==> src/kded_pkg.sv <==
`timescale 1ns / 1ps
// ----------------------------------------------------------------------------
// kded_pkg
// widths, register indexes and reset values for the key debounce detector
// ----------------------------------------------------------------------------
package kded_pkg;

	localparam int unsigned CNT_W    = 8;
	localparam int unsigned PRESS_W  = 16;
	localparam int unsigned CFG_W    = 16;
	localparam int unsigned CFG_IDX_W = 2;

	typedef enum logic [CFG_IDX_W-1:0] {
		REG_DEBOUNCE     = 2'd0,
		REG_REPEAT_PER   = 2'd1,
		REG_REPEAT_START = 2'd2,
		REG_LONG_PRESS   = 2'd3
	} cfg_reg_t;

	localparam logic [CNT_W-1:0]   DEBOUNCE_RST     = 8'd2;
	localparam logic [CNT_W-1:0]   REPEAT_PER_RST   = 8'd10;
	localparam logic [CNT_W-1:0]   REPEAT_START_RST = 8'd100;
	localparam logic [PRESS_W-1:0] LONG_PRESS_RST   = 16'd200;

	localparam logic [PRESS_W-1:0] PRESS_MAX = {PRESS_W{1'b1}};

endpackage

==> src/key_debounce_event_detector_top.sv <==
`timescale 1ns / 1ps
// ----------------------------------------------------------------------------
// key_debounce_event_detector_top
// single-key debouncer with auto-repeat, long press and short press events
// ----------------------------------------------------------------------------
// One transaction on the input channel is one scan tick of the raw active-low
// key level; each tick yields exactly one result on the output channel. The
// debounce, hold and press-time counters are updated in the cycle the tick is
// taken, and the result is held in an output register, so a tick can be taken
// every cycle while the output side keeps up (one tick per cycle sustained).
// The user writes configuration registers through the cfg port only while no
// tick is in flight; the block itself does not enforce this.
module key_debounce_event_detector_top (
	input  logic                                clk,
	input  logic                                arst_n,
	// configuration
	input  logic                                cfg_we,
	input  logic [kded_pkg::CFG_IDX_W-1:0]      cfg_index,
	input  logic [kded_pkg::CFG_W-1:0]          cfg_data,
	// scan tick input
	input  logic                                in_valid,
	output logic                                in_ready,
	input  logic                                key_level,
	// event output
	output logic                                out_valid,
	input  logic                                out_ready,
	output logic                                held,
	output logic                                just_pressed,
	output logic                                repeat_event,
	output logic                                long_event,
	output logic                                just_released,
	output logic                                short_event,
	output logic [kded_pkg::PRESS_W-1:0]        press_ticks,
	output logic                                any_activity
);

	logic [kded_pkg::CNT_W-1:0]   debounce_q;
	logic [kded_pkg::CNT_W-1:0]   repeat_per_q;
	logic [kded_pkg::CNT_W-1:0]   repeat_start_q;
	logic [kded_pkg::PRESS_W-1:0] long_press_q;

	logic                         down_q;
	logic [kded_pkg::CNT_W-1:0]   hold_q;
	logic [kded_pkg::PRESS_W-1:0] press_q;

	logic                         out_valid_q;
	logic                         held_q;
	logic                         pressed_q;
	logic                         repeat_q;
	logic                         long_q;
	logic                         released_q;
	logic                         short_q;
	logic [kded_pkg::PRESS_W-1:0] press_out_q;

	logic                         accept;
	logic [kded_pkg::CNT_W-1:0]   hold_inc;
	logic                         press_bump;
	logic [kded_pkg::PRESS_W-1:0] press_inc;

	logic                         down_d;
	logic [kded_pkg::CNT_W-1:0]   hold_d;
	logic [kded_pkg::PRESS_W-1:0] press_d;
	logic                         pressed_d;
	logic                         repeat_d;
	logic                         long_d;
	logic                         released_d;
	logic                         short_d;

	assign in_ready = !out_valid_q || out_ready;
	assign accept   = in_valid && in_ready;

	// configuration registers
	always_ff @(posedge clk or negedge arst_n) begin
		if (!arst_n) begin
			debounce_q     <= kded_pkg::DEBOUNCE_RST;
			repeat_per_q   <= kded_pkg::REPEAT_PER_RST;
			repeat_start_q <= kded_pkg::REPEAT_START_RST;
			long_press_q   <= kded_pkg::LONG_PRESS_RST;
		end else if (cfg_we) begin
			case (kded_pkg::cfg_reg_t'(cfg_index))
				kded_pkg::REG_DEBOUNCE:     debounce_q     <= cfg_data[kded_pkg::CNT_W-1:0];
				kded_pkg::REG_REPEAT_PER:   repeat_per_q   <= cfg_data[kded_pkg::CNT_W-1:0];
				kded_pkg::REG_REPEAT_START: repeat_start_q <= cfg_data[kded_pkg::CNT_W-1:0];
				kded_pkg::REG_LONG_PRESS:   long_press_q   <= cfg_data[kded_pkg::PRESS_W-1:0];
				default: begin
				end
			endcase
		end
	end

	assign hold_inc   = hold_q + kded_pkg::CNT_W'(1);
	assign press_bump = (press_q != kded_pkg::PRESS_MAX);
	assign press_inc  = press_bump ? press_q + kded_pkg::PRESS_W'(1) : press_q;

	// next state and events for one tick
	always_comb begin
		down_d     = down_q;
		hold_d     = hold_q;
		press_d    = press_q;
		pressed_d  = 1'b0;
		repeat_d   = 1'b0;
		long_d     = 1'b0;
		released_d = 1'b0;
		short_d    = 1'b0;
		if (!key_level) begin
			hold_d  = hold_inc;
			press_d = press_inc;
			if (!down_q) begin
				if (hold_inc == debounce_q) begin
					down_d    = 1'b1;
					press_d   = {{(kded_pkg::PRESS_W-kded_pkg::CNT_W){1'b0}}, debounce_q};
					pressed_d = 1'b1;
				end
			end else begin
				if (hold_inc == repeat_start_q) begin
					hold_d   = hold_inc - repeat_per_q;
					repeat_d = 1'b1;
				end
				long_d = press_bump && (press_inc == long_press_q);
			end
		end else begin
			hold_d = '0;
			if (down_q) begin
				down_d     = 1'b0;
				released_d = 1'b1;
				// press time kept from the last press decides short press
				short_d    = press_q <
					{{(kded_pkg::PRESS_W-kded_pkg::CNT_W){1'b0}}, repeat_start_q};
			end
		end
	end

	always_ff @(posedge clk or negedge arst_n) begin
		if (!arst_n) begin
			down_q  <= 1'b0;
			hold_q  <= '0;
			press_q <= '0;
		end else if (accept) begin
			down_q  <= down_d;
			hold_q  <= hold_d;
			press_q <= press_d;
		end
	end

	always_ff @(posedge clk or negedge arst_n) begin
		if (!arst_n) begin
			out_valid_q <= 1'b0;
		end else if (in_ready) begin
			out_valid_q <= in_valid;
		end
	end

	// result register, loaded with each accepted tick
	always_ff @(posedge clk) begin
		if (accept) begin
			held_q      <= down_q;
			pressed_q   <= pressed_d;
			repeat_q    <= repeat_d;
			long_q      <= long_d;
			released_q  <= released_d;
			short_q     <= short_d;
			press_out_q <= press_d;
		end
	end

	assign out_valid     = out_valid_q;
	assign held          = held_q;
	assign just_pressed  = pressed_q;
	assign repeat_event  = repeat_q;
	assign long_event    = long_q;
	assign just_released = released_q;
	assign short_event   = short_q;
	assign press_ticks   = press_out_q;
	assign any_activity  = held_q | pressed_q | repeat_q | long_q | released_q | short_q;

endmodule

==> config.mk <==
export PLATFORM = sky130hd
export DESIGN_NAME = key_debounce_event_detector_top
export DESIGN_NICKNAME = d
export VERILOG_FILES = /design/src/kded_pkg.sv /design/src/key_debounce_event_detector_top.sv
export SDC_FILE = /design/constraint.sdc
export NUM_CORES = 1
export LEC_CHECK = 0
export BUFFER_PORTS_ARGS = -buffer_cell sky130_fd_sc_hd__buf_2
export CORE_ASPECT_RATIO = 0.6
export CORE_MARGIN = 2
export CORE_UTILIZATION = 30
export CTS_CLUSTER_SIZE = 12
export DETAILED_ROUTE_END_ITERATION = 10
export PLACE_DENSITY = 0.53
export SLEW_MARGIN = 30
export SYNTH_ARGS = -nofsm -noshare
export SYNTH_HDL_FRONTEND = slang
export SYNTH_SLANG_ARGS = --single-unit
==> constraint.sdc <==
create_clock -name clk -period 3.2 [get_ports clk]
set_clock_uncertainty 0.2 [all_clocks]
set_input_delay 0.64 -clock clk [delete_from_list [all_inputs] [get_ports clk]]
set_output_delay 0.64 -clock clk [all_outputs]
set_load 0.1 [all_outputs]
==> results of run 1 <==
-- critical path, stage by stage (launching register included) --
cell,delay [ns]
dfrtp_1,0.41
ha_2,0.26
xor2_1,0.30
xnor2_1,0.15
and4_1,0.22
nand4_1,0.17
or3_1,0.38
buf_4,0.23
nand2_1,0.15
a2bb2oi_1,0.17
o22ai_1,0.11
-- final cells by class --
cell class	instances	share of cell area, %
Multi-Input combinational cell	367	43.7
Sequential cell	88	37.9
Timing Repair Buffer	70	6.81
Tap cell	234	4.77
Clock buffer	13	4.43
Inverter	27	1.65
Clock inverter	3	0.653
-- report_power, final --
part	internal, µW	switching (µW)	total [µW]
Clock	672	433	1110
Sequential	1400	247	1650
Combinational	666	1030	1700
-- Yosys cell counts, types with 5 or more instances --
cell / number / area [µm²]
a21o_1: 7 / 52.6
a21oi_1: 35 / 175
a31oi_1: 7 / 43.8
and3_1: 5 / 31.3
buf_2: 5 / 25.0
clkbuf_1: 11 / 41.3
dfrtp_1: 57 / 1430
dfstp_2: 9 / 236
edfxtp_1: 22 / 661
ha_1: 16 / 200
inv_1: 24 / 90.1
mux2_2: 40 / 450
nand2_1: 35 / 131
nand2b_1: 8 / 50.1
nand3_1: 15 / 75.1
nor2_1: 28 / 105
nor3_1: 11 / 55.1
nor4_1: 7 / 43.8
o21ai_0: 26 / 130
o22a_1: 11 / 96.3
o22ai_1: 6 / 37.5
o31ai_1: 5 / 37.5
xnor2_1: 24 / 210
xor2_1: 16 / 140
-- flip-flops by register name, summed over array words and instances, names as in the netlist --
| register | cells |
|---|---|
| press_q | 16 |
| down_q | 1 |
| hold_q | 8 |
| just_pressed | 1 |
| held | 1 |
| press_ticks | 16 |
| long_event | 1 |
| repeat_start_q | 8 |
| repeat_event | 1 |
| out_valid | 1 |
| just_released | 1 |
| debounce_q | 8 |
| repeat_per_q | 8 |
| long_press_q | 16 |
| short_event | 1 |
-- metrics by stage --
step	instance area (µm²)	total power, µW	hold slack, ns	TNS [ns]	setup WS (ns)
5_1_grt	6130	4710	0.277	-0.222	-0.0745
2_1_floorplan	5180	2860	0.144	0	0.189
3_3_place_gp	5800	3280	0.291	0	0.128
3_5_place_dp	5800	3310	0.298	0	0.0522
4_1_cts	6110	4440	0.238	0	0.0421
6_report	6130	4450	0.212	0	0.170
-- cells by family after synthesis --
group | Yosys count
DFF | 88
xor gates and xnor gates | 44
buffers and inverters | 46
adders and majority gates | 17
and+or+nand+nor | 139
AOI/OAI and AO/OA | 126
muxes | 41
-- timing repair --
action                                  CTS  global route
gates resized for setup                   0             6
hold endpoints to repair                  0             0
endpoints found under the setup margin    0            10
-- final timing paths --
path / start / endpoint / slack [ns] / cells past startpoint
setup / recovery: hold_q[1] / press_ticks[0] / 0.17 / 10
hold / removal: arst_n / long_press_q[0] / 0.21 / 2
setup reg to reg: hold_q[1] / press_ticks[0] / 0.17 / 10
hold reg to reg: repeat_per_q[4] / repeat_per_q[4] / 0.31 / 1
max in group asynchronous: arst_n / press_q[10] / 1.87 / 3
min in group clk: repeat_per_q[4] / repeat_per_q[4] / 0.31 / 1
-- metal layers --
metal,track usage [%],vias up
met5,0,-
met3,3.57,7
met1,28.5,2006
met4,2.64,0
li1,-,1958
met2,20.2,162
==> metrics.txt, run 1 <==
syn nets 542; initial antenna violation count 0; # clock sinks 88; Non-Filler Instances 802; Syn Std Cell Area 5180 µm²; maxcap violations 0; fmax 330 MHz; DR iter-0 viols 298; Post-Syn Instances 501; Clock Latency Late Sink 0.34 ns; die height 106 µm; Compound-Gate Fraction of Synth Area 15.9%; period utilisation layout 94.7%; final WL 14800 µm; sequential-to-total area share from yosys stat 44.9%; Ys Warns 0; Die X-Extent 174 µm; Core Box Area 17000 µm²; WL per Instance 18.4 µm; Post-synth EDFFs 22; adder and majority cell fraction of the synthesized area 4.25%; most common cell after layout, fill and taps aside dfrtp_1; P_leak 0.00255 µW; Post-synth ARST share 75.0%; xor-xnor portion of the synthesized cell area 8.50%; Root Driver clkbuf_16; CP Capture Type flip-flop; largest family of logic cells by synthesized area compound AO/OA/AOI/OAI gates; Vias/cell 5.15; met3 routed WL 1090 µm; largest net degree at the start of global routing 51; status finished clean; routed vias 4133; type of the worst min-delay path in2async; number of synthesized register bits 88; Post-DRT Antenna Nets 0; most frequent cells in the layout dfrtp_1, buf_2, mux2_2, nand2_1, a21oi_1; port bufs 48; dominant synthesized flop cell dfrtp_1; area delta synth->final 18.4%; P per Cell Area 726 nW/µm²; filler instances 1768; CP Max Fanout 24; headroom to the max-slew limit 54.0%; CTS tree built; hold_buf cts 0; DP HPWL 11000 µm; multi-input logic area 2680 µm²; mux share of post-synthesis cell area 8.89%; IO Pins 49; crit path DAT 2.90 ns; Initial DRT Pass Iterations 5; Total Routing Usage GR 16.6%; vias in the first global route 3935; Final nets 604; global-route wire length before repair 23300 µm; Routability Congestion 0.940; antenna cells 0; CTS Buffer Depth 2; DIE AREA 18400 µm²; Post-CTS Setup Repair Bufs 0; layout cell share with drive strength beyond 1 27.1%; startpoint types flip-flop; RSZ-0062 raised after global routing true; Slew Viols, Final 0; num rows 37; Inst Count DP 786; Remaining DRCs 0; Simple-Gate Fraction of Synth Area 13.8%; Initial Utilization 30.4%; Least-Margin Pin Slew 0.690 ns; post-synthesis area per instance 10.3 µm²; Min Clock Period, post-route 3.03 ns; DRT met1 WL 8370 µm; number of CTS-inserted buffers 9; Setup-failing EPs final 0; top layer reached by signal wires met4; kind of critical path reg2reg; register area 2330 µm²; Reg clk slew, reported paths 0.06 ns; metal2 WL 5270 µm; CTS H-tree depth 3; Max VDD drop 0.297 mV; Final Util 36.0%; Data required, critical path 3.07 ns; final hold viol count 0; total grt overflow 0; post-synth cell types 58
(Power assumes the default switching activity.)
==> run 2, diff against run 1 <==
- CELL_PAD_IN_SITES_DETAIL_PLACEMENT: unset -> 0
- CELL_PAD_IN_SITES_GLOBAL_PLACEMENT: unset -> 1
- PLACE_DENSITY: 0.53 -> 0.62
- RECOVER_POWER: unset -> 100
==> run 2 against run 1 <==
Net effect:
- the flow now finishes with violations (capacitance limit, slew limit)
- fmax fell by 1.6%
- register-to-register slack got worse by 0.05 ns
- count of clock-buffer cells in the layout did not move
- via count rose by 2.0%
- die area did not move
- sequential power barely moved
- hold slack improved by 0.097 ns
- critical path depth did not move
- cell count rose by 1.1%
- critical path type unchanged
- largest cell class unchanged
- largest power group unchanged
==> metrics.txt, run 2 (synthesis gave the netlist of run 1 again) <==
DR iter-0 viols 290 (-2.7%); Core Box Area 17000 µm² (unchanged); Worst path slowest cell dfrtp_1; CTS Buffer Depth 2 (unchanged); logic gate share of total power 38.9% (+0.7 points); Least-Margin Pin Slew 1.72 ns (+1.03 ns); DP HPWL 11600 µm (+5.4%); Routability Congestion 0.865 (-8.1%); Setup-failing EPs final 0 (unchanged); Worst Hold Depth 1; Slew Viols, Final 29 (+29); Initial Utilization 30.4% (unchanged); Post-DRT Antenna Nets 0 (unchanged); port bufs 48 (unchanged); total grt overflow 0 (unchanged); startpoint types flip-flop; switching pwr 1740 µW (+1.3%); Clock Latency Late Sink 0.34 ns (about the same); final WL 15400 µm (+3.9%); num rows 37 (unchanged); global-route wire length before repair 24000 µm (+3.3%); routed vias 4214 (+2.0%); r2r worst-path depth 10 (unchanged); Vias/cell 5.20 (+0.83%); dpl ws 0.000300 ns (-0.0519 ns); sequential share of power 37.1% (about the same); CP Max Fanout 6 (-75%); Final nets 613 (+1.5%); final hold viol count 0 (unchanged); area delta synth->final 19.5%; number of CTS-inserted buffers 9 (unchanged); setup TNS 0 ns (unchanged); CTS H-tree depth 3 (unchanged); Non-Filler Instances 811 (+1.1%); hold_buf cts 0 (unchanged); slowest cell delay on critical path 0.48 ns (+0.07 ns); filler instances 1771 (+0.17%); Initial DRT Pass Iterations 5 (unchanged); type of the worst min-delay path reg2reg; P_leak 0.00251 µW (-1.7%); Reg clk slew, reported paths 0.06 ns (about the same); crit path DAT 3.09 ns (+0.19 ns); Die X-Extent 174 µm (unchanged); most common cell after layout, fill and taps aside dfrtp_1; final worst setup slack 0.121 ns (-0.0486 ns); layout cell share with drive strength beyond 1 23.9% (-3.2 points); kind of critical path reg2reg; design area 6190 µm² (+0.96%); die height 106 µm (unchanged); period utilisation layout 96.2% (+1.5 points); Min Clock Period, post-route 3.08 ns (+0.0486 ns); Inst Count DP 794 (+1.0%); WL per Instance 18.9 µm (+2.8%); cells along the critical path ha_2, nand2_1, nor2_2, nand3_1, nand2b_1, o221ai_1, a211oi_1, o2111ai_1, nor4_2, buf_4; Final Util 36.3% (+0.35 points); P per Cell Area 719 nW/µm² (-0.92%); Root Driver clkbuf_16; headroom to the max-slew limit -14.4% (-68 points); maxcap violations 1 (+1); placed instance area 5860 µm² (+1.0%); status finished, violations left; most frequent cells in the layout dfrtp_1, mux2_2, clkbuf_1, nand2_1, a21oi_1; DIE AREA 18400 µm² (unchanged); fmax 325 MHz (-1.6%); power share of the clock group 24.0% (-0.8 points); cell-internal power 2720 µW (-0.80%); Data required, critical path 3.21 ns (+0.14 ns); IO Pins 49 (unchanged); largest net degree at the start of global routing 39 (-24%); antenna cells 0 (unchanged); Net Sw Frac 39.0% (+0.51 points); vias in the first global route 4039 (+2.6%); failing checks capacitance limit, slew limit; Max VDD drop 0.300 mV (+0.98%); initial antenna violation count 0 (unchanged); CP Capture Type flip-flop; Remaining DRCs 0 (unchanged); # clock sinks 88 (unchanged); CTS tree built; Total Routing Usage GR 17.3% (+0.75 points)
## run 2: path summary, 6_finish.rpt
check	slack (ns)	to	startpoint
max in group asynchronous	1.15	out_valid	arst_n
setup reg to reg	0.12	long_event	press_q[1]
hold reg to reg	0.31	repeat_per_q[2]	repeat_per_q[2]
setup / recovery	0.12	long_event	press_q[1]
min in group asynchronous	0.54	out_valid	arst_n
hold / removal	0.31	repeat_per_q[2]	repeat_per_q[2]
## run 2: routing by layer
| metal | GRT usage (%) | wire [µm] |
|---|---|---|
| met2 | 21.6 | 5570 |
| met4 | 3.12 | 117 |
| met1 | 29.2 | 8530 |
| met5 | 0 | 0 |
| met3 | 3.86 | 1150 |
## run 2: cell type report
type	instances	area [µm²]	share of cell area (%)
Inverter	27	101	1.64
Sequential cell	88	2330	37.6
Multi-Input combinational cell	367	2740	44.3
Clock inverter	3	41.3	0.667
Timing Repair Buffer	79	435	7.03
Tap cell	234	293	4.73
Clock buffer	13	250	4.04
## run 2: through the flow
step / power, µW / hold WS, ns
floorplan: 2860 / 0.144
global placement: 3310 / 0.289
detailed placement: 3340 / 0.296
CTS: 4430 / 0.163
global route: 4720 / 0.316
finish: 4450 / 0.310
## run 2: timing repair
action	4_1_cts	5_1_grt
endpoints found under the hold margin	0	0
setup endpoints to repair	1	11
pin swaps	0	3
buffers inserted	0	1
gates resized for setup	1	17
## run 2: critical path, delay by kind of cell (launching register included)
family	cells	cell delay, ns
simple gates	5	1.20
fa+ha+maj	1	0.27
buf+inv	1	0.17
compound gates	3	0.62
flops	1	0.48
## run 2: power groups by stage
stage | logic (µW) | registers, µW | clock network, µW
after global placement | 1660 | 1650 | 0
after detailed placement | 1680 | 1660 | 0
after global routing | 1890 | 1680 | 1140
after floorplan | 1020 | 1840 | 0
final | 1730 | 1650 | 1070
after CTS | 1700 | 1640 | 1090
==> run 3, diff against run 2 <==
- BUFFER_PORTS_ARGS: -buffer_cell sky130_fd_sc_hd__buf_2 -> unset
- DONT_BUFFER_PORTS: unset -> 1
- PLACE_DENSITY: 0.62 -> 0.59
==> run 3 against run 2 <==
Net effect:
- sequential cell count did not move
- combinational power fell by 18%
- fmax rose by 1.4%
- via count fell by 5.6%
- the flow still finishes with violations (capacitance limit, slew limit)
- largest cell class unchanged
==> metrics.txt, run 3 (synthesis gave the netlist of run 1 again) <==
placed instance area 5590 µm² (-4.6%); register area 2330 µm² (-0.11%); Post-DRT Antenna Nets 0 (unchanged); headroom to the max-slew limit -22.3% (-7.9 points); CP Max Fanout 2 (-4); most common cell after layout, fill and taps aside dfrtp_1; CTS Buffer Depth 2 (unchanged); most frequent cells in the layout dfrtp_1, mux2_2, nand2_1, a21oi_1, o21ai_0; routed vias 3978 (-5.6%); P per Cell Area 750 nW/µm² (+4.3%); DR iter-0 viols 254 (-12%); Max VDD drop 0.280 mV (-6.6%); P_leak 0.00240 µW (-4.2%); CTS H-tree depth 3 (unchanged); Die X-Extent 174 µm (unchanged); slowest cell delay on critical path 0.89 ns (+0.41 ns); Setup-failing EPs final 0 (unchanged); failing checks capacitance limit, slew limit; layout cell share with drive strength beyond 1 21.7% (-2.2 points); Remaining DRCs 0 (unchanged); design area 6000 µm² (-3.0%); cells along the critical path clkbuf_1, nor2_1, nand2_1, buf_2; Least-Margin Pin Slew 1.83 ns (+0.118 ns); port bufs 0 (-100%); antenna cells 0 (unchanged); total power 4500 µW (+1.1%); Vias/cell 5.21 (+0.34%); final worst setup slack 0.165 ns (+0.0435 ns); Initial DRT Pass Iterations 5 (unchanged); CP Capture Type primary output; multi-input logic area 2750 µm² (+0.23%); WL per Instance 19.8 µm (+4.3%); largest net degree at the start of global routing 67 (+72%); die height 106 µm (unchanged); vias in the first global route 3884 (-3.8%); Final nets 565 (-7.8%); area delta synth->final 15.9%; final WL 15100 µm (-1.9%); final hold viol count 0 (unchanged); Initial Utilization 30.4% (unchanged); Core Box Area 17000 µm² (unchanged); fmax 329 MHz (+1.4%); Min Clock Period, post-route 3.04 ns (-0.0435 ns); startpoint types flip-flop; IO Pins 49 (unchanged); Worst path slowest cell clkbuf_1; num rows 37 (unchanged); Reg clk slew, reported paths 0.06 ns (about the same); DIE AREA 18400 µm² (unchanged); type of the worst min-delay path in2reg; CTS tree built; # clock sinks 88 (unchanged); Routability Congestion 0.849 (-1.9%); Total Routing Usage GR 17.2% (-0.18 points); status finished, violations left; filler instances 1760 (-0.62%); DP HPWL 11100 µm (-3.7%); period utilisation layout 94.9% (-1.4 points); kind of critical path reg2out; Slew Viols, Final 67 (+130%); Clock Latency Late Sink 0.34 ns (about the same); dpl ws -0.171 ns (-0.171 ns); total grt overflow 0 (unchanged); maxcap violations 1 (unchanged); global-route wire length before repair 23900 µm (-0.69%); crit path DAT 2.20 ns (-0.89 ns); Root Driver clkbuf_16; Data required, critical path 2.36 ns (-0.85 ns); number of CTS-inserted buffers 9 (unchanged); initial antenna violation count 0 (unchanged)
==> run 3: changes by cell type in the layout (fill, tap and decap cells not counted), sizes merged <==
cell	delta
buf	-28
clkbuf	-24
clkinv	+2
bufinv	+1
dlygate4sd3	+1
==> run 3: layout make-up <==
type | count | share of cell area, %
Timing Repair Buffer | 31 | 3.42
Multi-Input combinational cell | 367 | 45.8
Clock buffer | 10 | 3.98
Inverter | 27 | 1.69
Clock inverter | 6 | 1.52
Sequential cell | 88 | 38.7
Tap cell | 234 | 4.88
==> run 3: worst max-delay path: cells and delay by family, from the launching register on <==
family | cells | cell delay, ns
and+or+nand+nor | 2 | 0.21
DFF | 1 | 0.33
buffers and inverters | 2 | 1.31
==> run 3: layer usage <==
| layer | global-route usage [%] | part of all wire, % | up-vias |
|---|---|---|---|
| met5 | 0 | 0 | - |
| met4 | 2.52 | 0.26 | 0 |
| met3 | 5.19 | 7.5 | 5 |
| met2 | 21.3 | 35 | 132 |
| met1 | 28.3 | 57 | 1963 |
| li1 | - | - | 1878 |
==> run 3: worst paths after layout <==
| check | startpoint | endpoint | slack, ns | depth (start not counted) |
|---|---|---|---|---|
| worst max-delay path | just_pressed | any_activity | 0.16 | 4 |
| max in group asynchronous | arst_n | hold_q[2] | 0.42 | 2 |
| worst min-delay path | key_level | down_q | 0.20 | 1 |
| worst min register to register | repeat_per_q[4] | repeat_per_q[4] | 0.31 | 1 |
| min in group asynchronous | arst_n | out_valid | 1.13 | 2 |
| worst max register to register | hold_q[0] | hold_q[7] | 0.20 | 13 |
==> run 3: what timing repair did <==
| action | CTS | global route |
|---|---|---|
| setup endpoints to repair | 1 | 21 |
| resized for setup | 1 | 16 |
| hold buffers | 2 | 0 |
| hold endpoints to repair | 66 | 0 |
| pin swaps | 0 | 2 |
| setup buffers | 0 | 3 |
==> run 3: report_power, final <==
part	leakage [µW]	total (µW)	internal [µW]	switching (µW)
clock	0.000163	1190	711	477
sequential	0.00101	1900	1400	498
combinational	0.00123	1420	647	768
==> run 3: stage by stage <==
step / std cells / utilization [%] / setup TNS, ns / hold slack, ns
after floorplan: 501 / - / 0 / 0.144
after global placement: 742 / 32.8 / -0.163 / 0.146
after detailed placement: 742 / 32.8 / -0.171 / 0.146
after CTS: 760 / 35.0 / 0 / 0.186
after global routing: 763 / 35.2 / -0.0194 / 0.190
final: 763 / 35.2 / 0 / 0.202
